**src/hdl/kf4_ram.sv**
```systemverilog
module kf4_ram #(
  parameter int WIDTH = 48,
  parameter int DEPTH = 32,
  localparam int AW = $clog2(DEPTH)
) (
  input  logic             clk_i,
  input  logic             we_i,
  input  logic [AW-1:0]    waddr_i,
  input  logic [WIDTH-1:0] wdata_i,
  input  logic [AW-1:0]    raddr_a_i,
  input  logic [AW-1:0]    raddr_b_i,
  output logic [WIDTH-1:0] rdata_a_o,
  output logic [WIDTH-1:0] rdata_b_o
);

  logic [WIDTH-1:0] mem_q [DEPTH];

  always_ff @(posedge clk_i) begin
    if (we_i) mem_q[waddr_i] <= wdata_i;
    rdata_a_o <= mem_q[raddr_a_i];
    rdata_b_o <= mem_q[raddr_b_i];
  end

endmodule

```
**config.mk**
```make
export PLATFORM = sky130hd
export DESIGN_NAME = kf4_ram
export DESIGN_NICKNAME = d
export VERILOG_FILES = /design/src/hdl/kf4_ram.sv
export SDC_FILE = /design/constraint.sdc
export NUM_CORES = 2
export LEC_CHECK = 0
export BUFFER_PORTS_ARGS = -buffer_cell sky130_fd_sc_hd__buf_2
export CORE_ASPECT_RATIO = 1.2
export CORE_MARGIN = 2
export CORE_UTILIZATION = 51
export CTS_BUF_LIST = sky130_fd_sc_hd__clkbuf_8
export CTS_CLUSTER_SIZE = 12
export DETAILED_ROUTE_END_ITERATION = 8
export PLACE_DENSITY = 0.72
export SYNTH_ARGS = -nofsm -noshare
export SYNTH_HDL_FRONTEND = slang
export SYNTH_SLANG_ARGS = --single-unit
```
**constraint.sdc**
```tcl
create_clock -name clk_i -period 3.5 [get_ports clk_i]
set_input_delay 0 -clock clk_i [delete_from_list [all_inputs] [get_ports clk_i]]
set_output_delay 0 -clock clk_i [all_outputs]
set_load 0.01 [all_outputs]
```
==> metrics.log <==
[metrics] number of sinks handled by clock tree synthesis: 1632
[metrics] core region area: 0.147 mm^2
[metrics] EDFF count, synth: 1536
[metrics] power per standard cell area: 483 mW/mm^2
[metrics] DR vias/cell: 6.42
[metrics] run status: completed
[metrics] number of maximum-capacitance violations: 0
[metrics] number of warning messages in the yosys log: 0
[metrics] via total after detailed routing: 48700
[metrics] Boundary Pins: 161
[metrics] buffers inserted during post-CTS setup optimization: 0
[metrics] grt total ovfl: 0
[metrics] WP data arrival: 4.31 ns
[metrics] sum of negative setup slack: 0 ns
[metrics] cell at the root of the clock tree: sky130_fd_sc_hd__clkbuf_8
[metrics] share of the clock period used by the worst path: a little over nine tenths
[metrics] number of storage elements in the synthesis netlist: 1632
[metrics] final-stage net count: 5494
[metrics] global-route wire length before repair: 313000 um
[metrics] post-route cell area: 0.0839 mm^2
[metrics] Final Skew: 0.0448 ns
[metrics] fraction of synthesized cell area taken by the top area cell type: 61.4%
[metrics] number of failing setup endpoints in the final timing report: 0
[metrics] Top FF cell, synth: sky130_fd_sc_hd__edfxtp_1
[metrics] Clock transition at path regs: 0.07 ns
[metrics] routability congestion estimate: 0.807
[metrics] count of different cell masters after synthesis: 25
[metrics] total placed instance area: 0.0783 mm^2
[metrics] number of nets in the synthesized netlist: 5211
[metrics] Die H: around 420 um
[metrics] leading cell types by count after synthesis: sky130_fd_sc_hd__edfxtp_1 (1536), sky130_fd_sc_hd__mux2i_1 (1536), sky130_fd_sc_hd__nand2_1 (291), sky130_fd_sc_hd__nand3_1 (290)
[metrics] vias in the first global route: 49200
[metrics] proportion of power drawn by the clock network: 36.9%
[metrics] layout cell share with drive strength beyond 1: 12.7%
[metrics] post-synthesis cell count: 5146
[metrics] actual slew at the worst max-slew pin: 1.17 ns
[metrics] CP Data Required Time: 4.35 ns
[metrics] count of final max-slew check failures: 0
[metrics] DIE WIDTH: 354 um
[metrics] sequential fraction of design power: 54.1%
[metrics] sequential element share of the synthesized area: 63.9%
[metrics] number of buffers on the longest clock path: 3
[metrics] fin crit period: 3.46 ns
[metrics] Int Pwr: between 30000 and 40000 uW
[metrics] number of antenna violations at the first check in global routing: 6
[metrics] global-route usage over all layers: 28.0%
[metrics] Setup crit start kind: primary input
[metrics] Worst IR Drop VDD: between 0.0002 and 0.0003 V
[metrics] signed area change from the synthesized netlist to the final layout: 11.7%
[metrics] die area: 0.150 mm^2
[metrics] total of buffers placed on input and output ports: 160
[metrics] Hold Violations, Final: 0
[metrics] largest net degree at the start of global routing: 100
[metrics] sw power: slightly below 10000 uW
[metrics] Synth area leaders: sky130_fd_sc_hd__edfxtp_1 (61%), sky130_fd_sc_hd__mux2i_1 (20%), sky130_fd_sc_hd__a22oi_1 (2.9%)
[metrics] Initial DRT Pass Iterations: 6
[metrics] estimated wirelength of the detail-placed design: ~110000 um
[metrics] worst max-slew margin expressed relative to the limit: 22.0%
[metrics] number of buffers added by the clock tree synthesis step: 235
[metrics] total detailed-routing wirelength: 215000 um
[metrics] Hold Path Class: primary input to register
[metrics] unrepaired setup endpoints after global routing: no
[metrics] Initial DRC Count: approximately 5300
[metrics] Routed WL per cell: about 28 um
[metrics] average cell area after synthesis: 14.6 um^2
[metrics] Static Leakage: 0.0317 uW
[metrics] leading area contributor after synthesis: sky130_fd_sc_hd__edfxtp_1
[metrics] TritonCTS clock tree: yes
[metrics] Post-synth ARST share: 0%
[metrics] Final ANT Viol Nets: 0
[metrics] initial core utilization: about half
[metrics] capturing element type of the critical path: register
[metrics] Max FO, Critical Path: 24
[metrics] startpoint-to-endpoint class of the critical path: primary input to register
[metrics] Hold Slack: 0.0855 ns
[metrics] sw frac: 24.3%
[metrics] post-synthesis instance area: between 0.07 and 0.08 mm^2
[metrics] Peak Freq: 289 MHz
[metrics] clock latency on the worst-skew pair: 0.98 ns
[metrics] Residual DRC: 0
[metrics] number of levels the H-tree was split into: 4
[metrics] Core Rows: 154
[metrics] relative contribution of combinational cells to total power: around 9.1%
==> registers in the layout, summed over array words and instances, names as in the netlist <==
signal,count
rdata_b_o,48
mem_q,1536
rdata_a_o,48
==> power groups by stage <==
stage               registers, uW  logic, uW  clock network [uW]
detailed placement          22300       3510                   0
global route                21900       3840               15900
floorplan                   22300       2150                   0
CTS                         21900       3610               15100
finish                      21900       3670               14900
global placement            22300       3460                   0
==> layout make-up <==
class                           instances  area [um^2]
Clock inverter                        170          932
Timing Repair Buffer                  427         3820
Sequential cell                      1632        48000
Multi-Input combinational cell       3133        24900
Tap cell                             1950         2440
Clock buffer                          273         3760
Fill cell                           11300        62700
Antenna cell                            4         10.0
==> metrics by stage <==
stage	setup slack [ns]	std cells	total power (uW)	utilization (%)
6_report	0.0376	7589	40500	57.2
2_1_floorplan	0.372	5146	24500	-
3_3_place_gp	1.15	7054	25800	53.4
5_1_grt	0.0836	7588	41700	57.2
3_5_place_dp	1.14	7054	25800	53.4
4_1_cts	0.231	7585	40600	57.2
==> kinds of logic after synthesis <==
group	after synthesis	share of synthesized area, %
muxes	1536	20.5
DFF	1632	63.9
buffers and inverters	381	3.36
and+or+nand+nor	733	4.39
AOI/OAI and AO/OA	864	7.83
==> layer usage <==
metal  routed length, um  up-vias  share of wire, %  track usage, %
li1                    -    20900                 -               -
met1               85600    24600                40            37.5
met2              102000     2692                47            45.4
met3               20300      520               9.4            5.28
met4                7770        2               3.6            10.9
met5                  13        -            0.0060               0
==> worst max-delay path, stage by stage <==
cell,delay (ns)
sky130_fd_sc_hd__dlygate4sd3_1,0.56
sky130_fd_sc_hd__buf_2,0.19
sky130_fd_sc_hd__nor2b_4,0.34
sky130_fd_sc_hd__dlygate4sd3_1,1.29
sky130_fd_sc_hd__buf_4,0.51
sky130_fd_sc_hd__a22o_1,0.22
sky130_fd_sc_hd__nor3_1,0.05
sky130_fd_sc_hd__a31oi_1,0.42
sky130_fd_sc_hd__nand3_1,0.12
sky130_fd_sc_hd__dlygate4sd3_1,0.59
==> timing repair <==
action | CTS | global route
hold buffers | 88 | 0
gates resized for setup | 0 | 0
hold endpoints to repair | 2340 | 0
==> layout by cell type (no fill, tap or decap), types with 4 or more instances in the layout <==
cell type                       count
sky130_fd_sc_hd__clkbuf_8         273
sky130_fd_sc_hd__clkinvlp_4         5
sky130_fd_sc_hd__nor3_1            96
sky130_fd_sc_hd__dlygate4sd3_1     87
sky130_fd_sc_hd__edfxtp_1        1536
sky130_fd_sc_hd__buf_12            62
sky130_fd_sc_hd__nand3_1          290
sky130_fd_sc_hd__buf_2            158
sky130_fd_sc_hd__a21oi_1          288
sky130_fd_sc_hd__a22oi_1          288
sky130_fd_sc_hd__diode_2            4
sky130_fd_sc_hd__nand3b_1           5
sky130_fd_sc_hd__clkinv_1          26
sky130_fd_sc_hd__dfxtp_1           96
sky130_fd_sc_hd__mux2i_1         1536
sky130_fd_sc_hd__clkinv_2          33
sky130_fd_sc_hd__bufinv_16          7
sky130_fd_sc_hd__nor2_4            34
sky130_fd_sc_hd__nand2_1          289
sky130_fd_sc_hd__inv_1             92
sky130_fd_sc_hd__nand2b_4           4
sky130_fd_sc_hd__buf_4            118
sky130_fd_sc_hd__a31oi_1           96
sky130_fd_sc_hd__a22o_1           192
==> worst paths after layout <==
kind	slack [ns]	endpoint	cells past startpoint	startpoint
setup reg to reg	1.11	rdata_b_o[26]$_DFF_P_	6	mem_q[20][26]$_DFFE_PP_
hold reg to reg	0.61	rdata_b_o[7]$_DFF_P_	4	mem_q[12][7]$_DFFE_PP_
setup / recovery	0.04	rdata_b_o[26]$_DFF_P_	10	raddr_b_i[2]
hold / removal	0.09	mem_q[17][9]$_DFFE_PP_	2	wdata_i[9]
(Power assumes the default switching activity.)
